===== config.mk =====
export PLATFORM = sky130hd
export DESIGN_NAME = rgb565_pixel_correct_and_scan_flat
export DESIGN_NICKNAME = d
export VERILOG_FILES = /design/src/rpc_pkg.sv /design/src/rpc_pix_in_if.sv /design/src/rpc_pix_out_if.sv /design/src/rpc_convert.sv /design/src/rpc_scan.sv /design/src/rgb565_pixel_correct_and_scan.sv /design/src/flat_wrapper.sv
export SDC_FILE = /design/constraint.sdc
export NUM_CORES = 1
export LEC_CHECK = 0
export ABC_CLOCK_PERIOD_IN_PS = 5300
export BUFFER_PORTS_ARGS = -buffer_cell sky130_fd_sc_hd__buf_2
export CORE_AREA = 2 2 195 101
export CTS_BUF_LIST = sky130_fd_sc_hd__clkbuf_2 sky130_fd_sc_hd__clkbuf_4 sky130_fd_sc_hd__clkbuf_8
export CTS_CLUSTER_DIAMETER = 40
export DETAILED_ROUTE_END_ITERATION = 16
export DIE_AREA = 0 0 197 103
export PLACE_DENSITY = 0.67
export SETUP_SLACK_MARGIN = 0.2
export SLEW_MARGIN = 20
export SYNTH_ARGS = -nofsm -noshare
export SYNTH_HDL_FRONTEND = slang
export SYNTH_SLANG_ARGS = --single-unit

===== constraint.sdc =====
create_clock -name clk -period 5.3 [get_ports clk]
set_clock_uncertainty 0.15 [all_clocks]
set_input_delay 0.795 -clock clk [delete_from_list [all_inputs] [get_ports clk]]
set_output_delay 0.795 -clock clk [all_outputs]
set_load 0.05 [all_outputs]

===== src/rpc_pkg.sv =====
// Package for the RGB565 pixel correction and scan block.
// Holds the configuration and report types, register indexes and defaults.
// No dependencies.
package rpc_pkg;

  localparam int unsigned MAX_ROWS_DEF = 1024;
  localparam int unsigned CFG_IDX_W    = 3;
  localparam int unsigned CFG_DATA_W   = 16;
  localparam int unsigned RPT_ROW_W    = 10;

  // Register indexes on the configuration port.
  localparam logic [CFG_IDX_W-1:0] CFG_MODE_555     = 3'd0;
  localparam logic [CFG_IDX_W-1:0] CFG_OFFSET_RED   = 3'd1;
  localparam logic [CFG_IDX_W-1:0] CFG_OFFSET_GREEN = 3'd2;
  localparam logic [CFG_IDX_W-1:0] CFG_OFFSET_BLUE  = 3'd3;
  localparam logic [CFG_IDX_W-1:0] CFG_KEY_565      = 3'd4;
  localparam logic [CFG_IDX_W-1:0] CFG_KEY_555      = 3'd5;

  localparam logic [15:0] KEY_565_RST = 16'h07e0;
  localparam logic [15:0] KEY_555_RST = 16'h03e0;

  typedef struct packed {
    logic        mode_555;
    logic [7:0]  offset_red;
    logic [7:0]  offset_green;
    logic [7:0]  offset_blue;
    logic [15:0] key_565;
    logic [15:0] key_555;
  } cfg_t;

  typedef struct packed {
    logic                 report_valid;
    logic                 has_transparent;
    logic [RPT_ROW_W-1:0] first_opaque_row;
    logic [RPT_ROW_W-1:0] last_opaque_row;
  } rpt_t;

endpackage


===== src/rpc_pix_in_if.sv =====
// Input channel of the pixel correction block: one RGB565 pixel a word.
// Depends on nothing.
interface rpc_pix_in_if;
  logic        valid;
  logic        ready;
  logic [15:0] pixel_in;
  logic        row_end;
  logic        image_end;

  modport source (output valid, pixel_in, row_end, image_end, input ready);
  modport sink (input valid, pixel_in, row_end, image_end, output ready);
endinterface


===== src/rpc_pix_out_if.sv =====
// Result channel of the pixel correction block: corrected pixel and report.
// Depends on rpc_pkg for the report row width.
interface rpc_pix_out_if;
  logic                          valid;
  logic                          ready;
  logic [15:0]                   pixel_out;
  logic                          report_valid;
  logic                          has_transparent;
  logic [rpc_pkg::RPT_ROW_W-1:0] first_opaque_row;
  logic [rpc_pkg::RPT_ROW_W-1:0] last_opaque_row;

  modport source (output valid, pixel_out, report_valid, has_transparent,
                  first_opaque_row, last_opaque_row, input ready);
  modport sink (input valid, pixel_out, report_valid, has_transparent,
                first_opaque_row, last_opaque_row, output ready);
endinterface


===== src/rpc_convert.sv =====
// Per-pixel colour path: key substitution, RGB555 conversion, offset and clamp.
// Purely combinational. Depends on rpc_pkg.
module rpc_convert (
  input  logic [15:0]   pixel,
  input  rpc_pkg::cfg_t cfg,
  output logic [15:0]   pixel_res,
  output logic          key_hit
);

  function automatic logic [7:0] add_clamp(input logic [7:0] c, input logic [7:0] off);
    logic [8:0] s;
    s = {1'b0, c} + {1'b0, off};
    return s[8] ? 8'hff : s[7:0];
  endfunction

  logic [4:0]  r5, b5, g5, g5n;
  logic [5:0]  g6;
  logic [15:0] raw555, pix555, pix565;
  logic [7:0]  rc, bc, gc555, gc565;
  logic        is_key_in;

  always_comb begin
    r5  = pixel[15:11];
    g6  = pixel[10:5];
    b5  = pixel[4:0];
    g5  = g6[5:1];
    // Pure green would collide with the usual 555 key, so it is pulled down one step.
    g5n = (r5 == 5'd0 && b5 == 5'd0 && g5 == 5'h1f) ? 5'h1e : g5;
    raw555 = {1'b0, r5, g5n, b5};

    rc    = add_clamp({r5, 3'b000}, cfg.offset_red);
    bc    = add_clamp({b5, 3'b000}, cfg.offset_blue);
    gc555 = add_clamp({g5n, 3'b000}, cfg.offset_green);
    gc565 = add_clamp({g6, 2'b00}, cfg.offset_green);

    pix555 = {1'b0, rc[7:3], gc555[7:3], bc[7:3]};
    pix565 = {rc[7:3], gc565[7:2], bc[7:3]};

    is_key_in = (pixel == cfg.key_565);

    if (cfg.mode_555) begin
      if (is_key_in) begin
        pixel_res = cfg.key_555;
      end else if (raw555 == cfg.key_555) begin
        pixel_res = raw555;
      end else begin
        pixel_res = pix555;
      end
    end else begin
      pixel_res = is_key_in ? pixel : pix565;
    end

    // A corrected pixel that lands on the key also counts as transparent.
    key_hit = (pixel_res == cfg.key_565);
  end

endmodule


===== src/rpc_scan.sv =====
// Row tracking and end-of-image report of key and opaque pixels.
// Depends on rpc_pkg for the report type.
module rpc_scan #(
  parameter int unsigned MAX_ROWS = rpc_pkg::MAX_ROWS_DEF
) (
  input  logic          clk,
  input  logic          rst_n,
  input  logic          accept,
  input  logic          mode_555,
  input  logic          key_hit,
  input  logic          row_end,
  input  logic          image_end,
  output rpc_pkg::rpt_t rpt
);

  localparam int unsigned RW = (MAX_ROWS > 1) ? $clog2(MAX_ROWS) : 1;
  localparam logic [RW-1:0] ROW_LAST = RW'(MAX_ROWS - 1);

  logic [RW-1:0] row_r, row_nxt;
  logic          key_seen_r, key_seen_nxt;
  logic          opaque_r, opaque_nxt;
  logic [RW-1:0] first_r, first_nxt;
  logic [RW-1:0] last_r, last_nxt;

  logic          opq_now, key_now;
  logic          key_upd, opq_upd;
  logic [RW-1:0] first_upd, last_upd;

  function automatic logic [rpc_pkg::RPT_ROW_W-1:0] rpt_row(input logic [RW-1:0] row);
    logic [RW+rpc_pkg::RPT_ROW_W-1:0] ext;
    ext = {{rpc_pkg::RPT_ROW_W{1'b0}}, row};
    return ext[rpc_pkg::RPT_ROW_W-1:0];
  endfunction

  always_comb begin
    // No key or opaque pixel is tracked while the block converts to RGB555.
    opq_now   = !mode_555 && !key_hit;
    key_now   = !mode_555 && key_hit;
    key_upd   = key_seen_r | key_now;
    opq_upd   = opaque_r | opq_now;
    first_upd = (opq_now && !opaque_r) ? row_r : first_r;
    last_upd  = opq_now ? row_r : last_r;

    rpt = '0;
    if (image_end) begin
      rpt.report_valid = 1'b1;
      if (mode_555) begin
        rpt.has_transparent = 1'b1;
        rpt.last_opaque_row = rpt_row(row_r);
      end else begin
        rpt.has_transparent  = key_upd;
        rpt.first_opaque_row = opq_upd ? rpt_row(first_upd) : '0;
        rpt.last_opaque_row  = opq_upd ? rpt_row(last_upd) : rpt_row(row_r);
      end
    end

    row_nxt      = row_r;
    key_seen_nxt = key_seen_r;
    opaque_nxt   = opaque_r;
    first_nxt    = first_r;
    last_nxt     = last_r;
    if (accept) begin
      if (image_end) begin
        row_nxt      = '0;
        key_seen_nxt = 1'b0;
        opaque_nxt   = 1'b0;
        first_nxt    = '0;
        last_nxt     = '0;
      end else begin
        key_seen_nxt = key_upd;
        opaque_nxt   = opq_upd;
        first_nxt    = first_upd;
        last_nxt     = last_upd;
        if (row_end && row_r < ROW_LAST) begin
          row_nxt = row_r + RW'(1);
        end
      end
    end
  end

  always_ff @(posedge clk) begin
    if (!rst_n) begin
      row_r      <= '0;
      key_seen_r <= 1'b0;
      opaque_r   <= 1'b0;
      first_r    <= '0;
      last_r     <= '0;
    end else begin
      row_r      <= row_nxt;
      key_seen_r <= key_seen_nxt;
      opaque_r   <= opaque_nxt;
      first_r    <= first_nxt;
      last_r     <= last_nxt;
    end
  end

  a_rows_clear_without_opaque: assert property (@(posedge clk) disable iff (!rst_n)
    !opaque_r |-> (first_r == '0 && last_r == '0))
    else $error("row marks set before any opaque pixel");

  a_first_not_after_last: assert property (@(posedge clk) disable iff (!rst_n)
    opaque_r |-> first_r <= last_r)
    else $error("first opaque row lies after last opaque row");

  a_image_end_clears: assert property (@(posedge clk) disable iff (!rst_n)
    accept && image_end |=> (row_r == '0 && !key_seen_r && !opaque_r))
    else $error("scan state not cleared after end of image");

endmodule


===== src/rgb565_pixel_correct_and_scan.sv =====
// Top level of the RGB565 pixel correction and scan block.
// Depends on rpc_pkg, rpc_pix_in_if, rpc_pix_out_if, rpc_convert and rpc_scan.
//
// Usage:
//   Pixels arrive on in_pix, one word per RGB565 pixel in row-major order,
//   with row_end on the last pixel of each row and image_end on the last
//   pixel of the image. Every input word yields exactly one result word on
//   out_pix: the corrected pixel, plus the opacity report on the word that
//   carries image_end.
//   The colour path and the scan update sit between the input port and a
//   single result register. Throughput is one pixel per clock; the result
//   register frees up in the same cycle in which its word is taken, so
//   in_pix.ready stays high while out_pix.ready is high.
//   When the receiver stalls, the pending word holds in the result register
//   and in_pix.ready drops until it is taken.
//   The configuration registers are written through cfg_we, cfg_idx and
//   cfg_data; the user writes them only while no word is in flight, which
//   the block does not enforce. Synchronous reset empties the result
//   register and returns the scan state and the configuration to their
//   defaults (keys 0x07E0 and 0x03E0, all else zero).
module rgb565_pixel_correct_and_scan #(
  parameter int unsigned MAX_ROWS = rpc_pkg::MAX_ROWS_DEF
) (
  input  logic                             clk,
  input  logic                             rst_n,
  rpc_pix_in_if.sink                       in_pix,
  rpc_pix_out_if.source                    out_pix,
  input  logic                             cfg_we,
  input  logic [rpc_pkg::CFG_IDX_W-1:0]    cfg_idx,
  input  logic [rpc_pkg::CFG_DATA_W-1:0]   cfg_data
);

  rpc_pkg::cfg_t cfg_r, cfg_nxt;
  rpc_pkg::rpt_t rpt, rpt_r;
  logic [15:0]   pixel_res, pixel_r;
  logic          key_hit;
  logic          out_valid_r, out_valid_nxt;
  logic          accept;

  always_comb begin
    cfg_nxt = cfg_r;
    if (cfg_we) begin
      unique case (cfg_idx)
        rpc_pkg::CFG_MODE_555:     cfg_nxt.mode_555     = cfg_data[0];
        rpc_pkg::CFG_OFFSET_RED:   cfg_nxt.offset_red   = cfg_data[7:0];
        rpc_pkg::CFG_OFFSET_GREEN: cfg_nxt.offset_green = cfg_data[7:0];
        rpc_pkg::CFG_OFFSET_BLUE:  cfg_nxt.offset_blue  = cfg_data[7:0];
        rpc_pkg::CFG_KEY_565:      cfg_nxt.key_565      = cfg_data;
        rpc_pkg::CFG_KEY_555:      cfg_nxt.key_555      = cfg_data;
        default: ;
      endcase
    end
  end

  always_ff @(posedge clk) begin
    if (!rst_n) begin
      cfg_r.mode_555     <= 1'b0;
      cfg_r.offset_red   <= '0;
      cfg_r.offset_green <= '0;
      cfg_r.offset_blue  <= '0;
      cfg_r.key_565      <= rpc_pkg::KEY_565_RST;
      cfg_r.key_555      <= rpc_pkg::KEY_555_RST;
    end else begin
      cfg_r <= cfg_nxt;
    end
  end

  assign in_pix.ready = !out_valid_r || out_pix.ready;
  assign accept       = in_pix.valid && in_pix.ready;

  rpc_convert u_convert (
    .pixel     (in_pix.pixel_in),
    .cfg       (cfg_r),
    .pixel_res (pixel_res),
    .key_hit   (key_hit)
  );

  rpc_scan #(
    .MAX_ROWS (MAX_ROWS)
  ) u_scan (
    .clk       (clk),
    .rst_n     (rst_n),
    .accept    (accept),
    .mode_555  (cfg_r.mode_555),
    .key_hit   (key_hit),
    .row_end   (in_pix.row_end),
    .image_end (in_pix.image_end),
    .rpt       (rpt)
  );

  always_comb begin
    out_valid_nxt = out_valid_r;
    if (accept) begin
      out_valid_nxt = 1'b1;
    end else if (out_pix.ready) begin
      out_valid_nxt = 1'b0;
    end
  end

  always_ff @(posedge clk) begin
    if (!rst_n) begin
      out_valid_r <= 1'b0;
    end else begin
      out_valid_r <= out_valid_nxt;
    end
  end

  always_ff @(posedge clk) begin
    if (accept) begin
      pixel_r <= pixel_res;
      rpt_r   <= rpt;
    end
  end

  assign out_pix.valid            = out_valid_r;
  assign out_pix.pixel_out        = pixel_r;
  assign out_pix.report_valid     = rpt_r.report_valid;
  assign out_pix.has_transparent  = rpt_r.has_transparent;
  assign out_pix.first_opaque_row = rpt_r.first_opaque_row;
  assign out_pix.last_opaque_row  = rpt_r.last_opaque_row;

  a_accept_gives_word: assert property (@(posedge clk) disable iff (!rst_n)
    accept |=> out_valid_r)
    else $error("accepted pixel produced no result word");

  a_report_fields_idle: assert property (@(posedge clk) disable iff (!rst_n)
    out_valid_r && !rpt_r.report_valid |->
      (!rpt_r.has_transparent && rpt_r.first_opaque_row == '0 &&
       rpt_r.last_opaque_row == '0))
    else $error("report fields set on a word without the report");

  a_key_swap_555: assert property (@(posedge clk) disable iff (!rst_n)
    accept && cfg_r.mode_555 && in_pix.pixel_in == cfg_r.key_565 |=>
      pixel_r == $past(cfg_r.key_555))
    else $error("key pixel not replaced by the 555 key");

endmodule


===== src/flat_wrapper.sv =====
// flat-port wrapper written by rule: the top's interface ports become plain ports
module rgb565_pixel_correct_and_scan_flat 
#(
  parameter int unsigned MAX_ROWS = rpc_pkg::MAX_ROWS_DEF
)
  (clk, rst_n, cfg_we, cfg_idx, cfg_data, in_pix_valid, in_pix_pixel_in, in_pix_row_end, in_pix_image_end, in_pix_ready, out_pix_valid, out_pix_pixel_out, out_pix_report_valid, out_pix_has_transparent, out_pix_first_opaque_row, out_pix_last_opaque_row, out_pix_ready);
  rpc_pix_in_if in_pix_i ();
  rpc_pix_out_if out_pix_i ();
  input  logic clk;
  input  logic rst_n;
  input  logic cfg_we;
  input  logic [rpc_pkg::CFG_IDX_W-1:0] cfg_idx;
  input  logic [rpc_pkg::CFG_DATA_W-1:0] cfg_data;
  input wire logic [$bits(in_pix_i.valid)-1:0] in_pix_valid;
  input wire logic [$bits(in_pix_i.pixel_in)-1:0] in_pix_pixel_in;
  input wire logic [$bits(in_pix_i.row_end)-1:0] in_pix_row_end;
  input wire logic [$bits(in_pix_i.image_end)-1:0] in_pix_image_end;
  output wire logic [$bits(in_pix_i.ready)-1:0] in_pix_ready;
  output wire logic [$bits(out_pix_i.valid)-1:0] out_pix_valid;
  output wire logic [$bits(out_pix_i.pixel_out)-1:0] out_pix_pixel_out;
  output wire logic [$bits(out_pix_i.report_valid)-1:0] out_pix_report_valid;
  output wire logic [$bits(out_pix_i.has_transparent)-1:0] out_pix_has_transparent;
  output wire logic [$bits(out_pix_i.first_opaque_row)-1:0] out_pix_first_opaque_row;
  output wire logic [$bits(out_pix_i.last_opaque_row)-1:0] out_pix_last_opaque_row;
  input wire logic [$bits(out_pix_i.ready)-1:0] out_pix_ready;
  assign in_pix_i.valid = in_pix_valid;
  assign in_pix_i.pixel_in = in_pix_pixel_in;
  assign in_pix_i.row_end = in_pix_row_end;
  assign in_pix_i.image_end = in_pix_image_end;
  assign in_pix_ready = in_pix_i.ready;
  assign out_pix_valid = out_pix_i.valid;
  assign out_pix_pixel_out = out_pix_i.pixel_out;
  assign out_pix_report_valid = out_pix_i.report_valid;
  assign out_pix_has_transparent = out_pix_i.has_transparent;
  assign out_pix_first_opaque_row = out_pix_i.first_opaque_row;
  assign out_pix_last_opaque_row = out_pix_i.last_opaque_row;
  assign out_pix_i.ready = out_pix_ready;
  rgb565_pixel_correct_and_scan #(.MAX_ROWS(MAX_ROWS)) u_core (.clk(clk), .rst_n(rst_n), .in_pix(in_pix_i), .out_pix(out_pix_i), .cfg_we(cfg_we), .cfg_idx(cfg_idx), .cfg_data(cfg_data));
endmodule

* Word-level counts from Yosys, hierarchy flattened
Cells that the tools add are included.
Word-level totals: bits in registers 128, input bits 42, output and inout port bits 40, word-level logic and storage cells 86
Cells by class: add/subtract/negate cells 5, $lt $le $gt $ge 1, equality and inequality tests 9, muxes and demuxes 25, bitwise logic cells 4, reduce and logical (&&, ||, !) cells 25
Operators by type and width (count):
- $mux W10 | 10
- $mux W16 | 3
- $add A8 B8 Y9 | 4
- $eq A16 B16 Y1 | 2
- $mux W8 | 4
- $mux W22 | 1
- $eq A15 B16 Y1 | 1
- $mux W15 | 1
- $reduce_and A2 Y1 | 7
- $add A10 B1 Y10 const B | 1
- $logic_not A5 Y1 | 2
- $lt A10 B10 Y1 const B | 1
- $logic_and A1 B1 Y1 | 7
- $eq A3 B2 Y1 const B | 2
- $eq A3 B3 Y1 const B | 2
- $eq A5 B5 Y1 const B | 1
- $mux W1 | 5
- $mux W5 | 1
- $logic_not A1 Y1 | 4
- $reduce_bool A2 Y1 | 2
- $eq A3 B1 Y1 const B | 1
- $logic_not A3 Y1 | 1
- $reduce_or A3 Y1 | 1
- $not A1 Y1 | 2
- other kinds (2) | 3

* Depth between registers and ports, before layout
depth after elaboration 17, depth in mapped cells 19, mapped depth without buffers 17

* Hierarchy
A second synthesis with hierarchy kept.
Unflattened totals: cell total of the unflattened synthesis 845, area total of the unflattened synthesis 7772.5 um^2
By module, submodules not included:
- rgb565_pixel_correct_and_scan | instances 1, cells each 256, area an instance 3393.3 um^2, seq. area each 2302.2 um^2
- rpc_convert | instances 1, cells each 364, area an instance 2600.0 um^2, seq. area each 0.0 um^2
- rpc_scan | instances 1, cells each 225, area an instance 1779.2 um^2, seq. area each 640.6 um^2

* Worst setup path before layout
OpenSTA, ideal clock, no wires.
path type in2reg, start input port in_pix_pixel_in[12], end register u_core.rpt_r, in the netlist u_core.out_pix.first_opaque_row[0], data pin, library setup time 257 ps, arrival 4132 ps, data required time 4893 ps, setup slack 761 ps, stages 17, buffers on the path 2, cell sequence buf_2 > nor4b_2 > nand3_1 > o21ai_0 > inv_1 > ha_1 > nand3_1 > a21oi_1 > a211o_1 > a211oi_1 > o32ai_1 > a2111oi_2 > nand4b_1 > nor4_2 > a21oi_2 > buf_2 > a32o_1
On the way: cells in the longest elaborated chain, start to end 15, elaborated cells on any way between the ends 22, classes of those cells add/sub: 2; eq/ne: 3; mux: 8; bitwise: 2; reduce/logical: 7
Ends and longest elaborated chain:
- start, declared | RTL line flat_wrapper.sv:15 | input wire logic [$bits(in_pix_i.pixel_in)-1:0] in_pix_pixel_in;
- $logic_not A5 Y1 | RTL line rpc_convert.sv:28 | g5n = (r5 == 5'd0 && b5 == 5'd0 && g5 == 5'h1f) ? 5'h1e : g5;
- $logic_and A1 B1 Y1 (2 in a row) | RTL line rpc_convert.sv:28
- $mux W5 | RTL line rpc_convert.sv:28
- $add A8 B8 Y9 | RTL line rpc_convert.sv:12 | s = {1'b0, c} + {1'b0, off};
- $mux W8 | RTL line rpc_convert.sv:13 | return s[8] ? 8'hff : s[7:0];
- $mux W15 | RTL line rpc_convert.sv:44 | end else if (raw555 == cfg.key_555) begin
- $mux W16 | RTL line rpc_convert.sv:42 | if (is_key_in) begin
- $mux W16 * | RTL line rpc_convert.sv:41 | if (cfg.mode_555) begin
- $eq A16 B16 Y1 * | RTL line rpc_convert.sv:54 | key_hit = (pixel_res == cfg.key_565);
- $logic_not A1 Y1 * | RTL line rpc_scan.sv:37 | opq_now = !mode_555 && !key_hit;
- $logic_and A1 B1 Y1 * | RTL line rpc_scan.sv:37
- $or A1 B1 Y1 | RTL line rpc_scan.sv:40 | opq_upd = opaque_r | opq_now;
- $not A1 Y1 (no line)
- $reduce_or A3 Y1 (no line)
- end signal, assigned | RTL line rgb565_pixel_correct_and_scan.sv:111 | rpt_r <= rpt;
- end, declared | RTL line rgb565_pixel_correct_and_scan.sv:34 | rpc_pkg::rpt_t rpt, rpt_r;
Mark *: on every way between the ends. The rest lies on a longest branch, timed or not. A chain may end at the register's enable or synchronous reset.

* Final worst setup path
start input port in_pix_pixel_in[15], end register u_core.rpt_r, in the netlist u_core.out_pix.first_opaque_row[7], data pin
Same word-level chain as after synthesis.

==> reports/results.tsv <==
stage	metric	value	unit
clock_tree	total CTS buffers	17	
layout	layout cells sized above 1	0.207	
critical_path	crit path capture type	register	
route	DR iter-0 viols	839	
clock_tree	maximum root-to-sink buffer count	2	
critical_path	Worst path slowest cell	a211oi_1	
clock_tree	clock sink total	120	
clock_tree	post-cts resize count	0	
place	number of port buffers	81	
global_routing	remaining global-route overflow	0	
critical_path	RR Startpoint	u_core.cfg_r[26]$_SDFFE_PN1P_	
route	Wirelength per Cell	21.1	µm
route	Routed Antenna Nets	0	
layout	most common cell after layout, fill and taps aside	nand2_1	
power_and_ir_drop	Internal Power	1.54	mW
critical_path	R2R Path End	u_core.out_pix.first_opaque_row[7]$_SDFFCE_PP0P_	
power_and_ir_drop	switching share of power	0.311	
route	routed wire length	24300	µm
floorplanning	die width	197	µm
power_and_ir_drop	PD cells	264	nW/µm²
power_and_ir_drop	Max VDD drop	0.177	mV
min_path	HP Class	register to register	
floorplanning	initial core utilization	0.389	
timing	min Tclk post-route	4.74	ns
layout	NumNets Final	960	
layout	Finished Layout Cells	1152	
global_routing	vias in the first global route	6157	
route	vias	6774	
timing	Final Cycle Share	0.895	
run_status	outcome	finished, final reports clean	
route	Via density	5.88	
synthesis	YS warnings	0	
floorplanning	Core Box Area	18800	µm²
power_and_ir_drop	combinational share of power	0.173	
min_path	hold path depth	2	
floorplanning	I/O Pins	82	
layout	final instance area	8500	µm²
clock_tree	Post-CTS Setup Inserts	0	
critical_path	Startpoint Class	input port	
timing	Slew Viols, Final	0	
synthesis	EDFF count, synth	38	
timing	Rel. slew slack	0.379	
layout	Fillers	1843	
route	drt pass-1 iters	5	
critical_path	CP arrival	4.78	ns
timing	setup ws final	0.559	ns
place	Routability Congestion	0.980	
power_and_ir_drop	static leakage	3.31	nW
synthesis	prevailing post-synth register cell	dfxtp_1	
clock_tree	CTS tree	done	
clock_tree	Clock Latency Late Sink	0.45	ns
layout	P&R area growth vs syn	16.0	%
floorplanning	Cell Rows	36	
power_and_ir_drop	Power, Total	2.24	mW
global_routing	first-pass GRT wire length	37400	µm
critical_path	Buffers & Inverters on Critical Path	5	
place	pre-CTS worst setup slack	0.00848	ns
global_routing	initial antenna violation count	4	
critical_path	Worst Path Max Fanout	7	
timing	setup TNS	0	ns
critical_path	most frequent cell on the critical path	buf_4	
place	post-DP HPWL	18100	µm
floorplanning	die area	20300	µm²
timing	final number of hold-violating endpoints	0	
min_path	hold path startpoint	u_core.u_scan.key_seen_r$_SDFFE_PN0P_	
critical_path	worst r2r path cells	12	
route	met3 WL	3200	µm
synthesis	Synth Register Bits	120	
synthesis	sequential area share after synthesis	0.380	
power_and_ir_drop	register share of total power	0.448	
timing	Fmax	211	MHz
power_and_ir_drop	P_sw	0.698	mW
synthesis	Mapped Nets	874	
place	Placed Cells	1120	
timing	slew of the pin with the lowest slew margin	0.923	ns
layout	Antenna Cells	0	
global_routing	pin count of the biggest net entering global routing	63	
global_routing	Total GRT Usage	0.247	
clock_tree	clock slew at reported path FFs	0.07	ns
critical_path	Worst Setup Path Type	input port to register	
critical_path	Worst path depth	19	
critical_path	crit path cell chain	buf_2 > nor4_1 > buf_4 > nand2_1 > o21ai_0 > buf_4 > inv_1 > ha_1 > nand3_1 > a21oi_1 > a211o_1 > a211oi_1 > o32ai_1 > a2111oi_2 > nand4b_1 > nor4_2 > a21oi_2 > buf_4 > a32o_1	
synthesis	Cells after Synth	807	
timing	RSZ-0062 raised after global routing	false	
synthesis	async set-reset flop share out of synthesis	0	
synthesis	mean post-synth cell area	9.08	µm²
synthesis	Netlist cell types	82	
place	dpl cell area	8100	µm²
route	met1 WL	12500	µm
critical_path	WP data required	5.34	ns
route	Met2 Wirelength	8320	µm
clock_tree	Hold Buf Count CTS	0	
clock_tree	Root Buffer	clkbuf_8	
critical_path	flop2flop setup slack	0.83	ns
layout	most frequent cells in the layout	nand2_1 (105), dfxtp_1 (82), buf_2 (81)	
power_and_ir_drop	Clk pwr share	0.379	
critical_path	max incr delay on CP	0.44	ns
timing	final setup fails	0	
job	Max-Cap Viols	0	
synthesis	Post-Syn Area	7320	µm²
critical_path	delay-heaviest family, CP	compound AO/OA/AOI/OAI gates	
route	top sig layer	met5	
floorplanning	Die Ht	103	µm
min_path	hold path endpoint	u_core.u_scan.key_seen_r$_SDFFE_PN0P_	
clock_tree	number of H-tree levels	4	
route	DRC	0	
cell type report:
cell class / count / area [µm²] / share of cell area
Multi-Input combinational cell: 605 / 4170 / 0.491
Timing Repair Buffer: 126 / 762 / 0.0897
Sequential cell: 120 / 2780 / 0.327
Clock inverter: 11 / 125 / 0.0147
Clock buffer: 20 / 263 / 0.0309
Inverter: 23 / 86.3 / 0.0102
Tap cell: 247 / 309 / 0.0364
cell families after synthesis:
family                   count (synthesis)  share of synthesized area
multiplexers                            24                     0.0352
adder cells (fa/ha/maj)                 25                     0.0468
AND/OR/NAND/NOR                        316                      0.229
XOR/XNOR                                44                     0.0536
flip-flops                             120                      0.380
AO/OA/AOI/OAI                          196                      0.202
buffers and inverters                   82                     0.0530
synth_stat cells, types with 9 or more instances:
library cell / instances / share of area
a22o_1: 10 / 0.012
buf_2: 12 / 0.0082
xor2_1: 23 / 0.028
nand2_1: 105 / 0.054
o21ai_0: 24 / 0.016
nor3_1: 17 / 0.012
nor2b_1: 32 / 0.027
a21boi_0: 26 / 0.027
and3_1: 11 / 0.0094
a32o_1: 20 / 0.027
inv_1: 22 / 0.011
nor4_1: 11 / 0.0094
clkbuf_1: 36 / 0.018
edfxtp_1: 38 / 0.16
ha_1: 21 / 0.036
xnor2_1: 20 / 0.024
a211oi_1: 9 / 0.0092
dfxtp_1: 82 / 0.22
nand4_1: 14 / 0.012
a21oi_1: 33 / 0.023
mux2i_1: 19 / 0.026
nand3_1: 36 / 0.025
nor2_1: 37 / 0.019
power by group through the flow:
stage	clock, mW	combinational, mW	sequential [mW]
6_report	0.849	0.388	1.00
3_3_place_gp	0	0.376	1.02
4_1_cts	0.864	0.380	1.00
2_1_floorplan	0	0.189	1.08
3_5_place_dp	0	0.377	1.02
5_1_grt	0.905	0.416	1.01
worst min-delay path, delay by kind of cell (launching register included):
kind               cells  cell delay (ns)
and+or+nand+nor        1             0.07
AOI/OAI and AO/OA      1             0.04
DFF                    1             0.33
how the worst max path moves through the flow:
stage | start | endpoint | slack (ns)
detailed placement | in_pix_pixel_in[15] | u_core.u_scan.first_r[0]$_SDFFE_PN0P_ | 0.008
CTS | in_pix_pixel_in[15] | u_core.u_scan.first_r[0]$_SDFFE_PN0P_ | 0.44
finish | in_pix_pixel_in[15] | u_core.out_pix.first_opaque_row[7]$_SDFFCE_PP0P_ | 0.56
global route | in_pix_pixel_in[15] | u_core.out_pix.first_opaque_row[7]$_SDFFCE_PP0P_ | 0.24
global placement | in_pix_pixel_in[15] | u_core.u_scan.first_r[4]$_SDFFE_PN0P_ | 0.03
floorplan | in_pix_pixel_in[12] | u_core.out_pix.first_opaque_row[0]$_SDFFCE_PP0P_ | 0.76
sequential cells by signal, indices dropped and copies added, names as in the netlist:
| register | cells |
|---|---|
| u_core.out_pix.first_opaque_row | 10 |
| u_core.out_pix.pixel_out | 16 |
| u_core.cfg_r | 49 |
| u_core.u_scan.key_seen_r | 1 |
| u_core.u_scan.first_r | 10 |
| u_core.u_scan.opaque_r | 1 |
| u_core.out_pix.has_transparent | 1 |
| u_core.out_pix.report_valid | 1 |
| u_core.out_pix.last_opaque_row | 10 |
| u_core.out_pix.valid | 1 |
| u_core.u_scan.row_r | 10 |
| u_core.u_scan.last_r | 10 |
per-stage QoR:
stage	util	hold WS [ns]
finish	0.451	0.325
global route	0.451	0.352
CTS	0.451	0.326
detailed placement	0.430	0.306
global placement	0.430	0.300
floorplan	-	0.288
layer usage:
metal  global-route usage  vias up
met5                    0        -
met4               0.0411        2
met3               0.0952       27
met2                0.304      374
met1                0.392     3235
li1                     -     3136
Power figures use the tool's default switching activity.
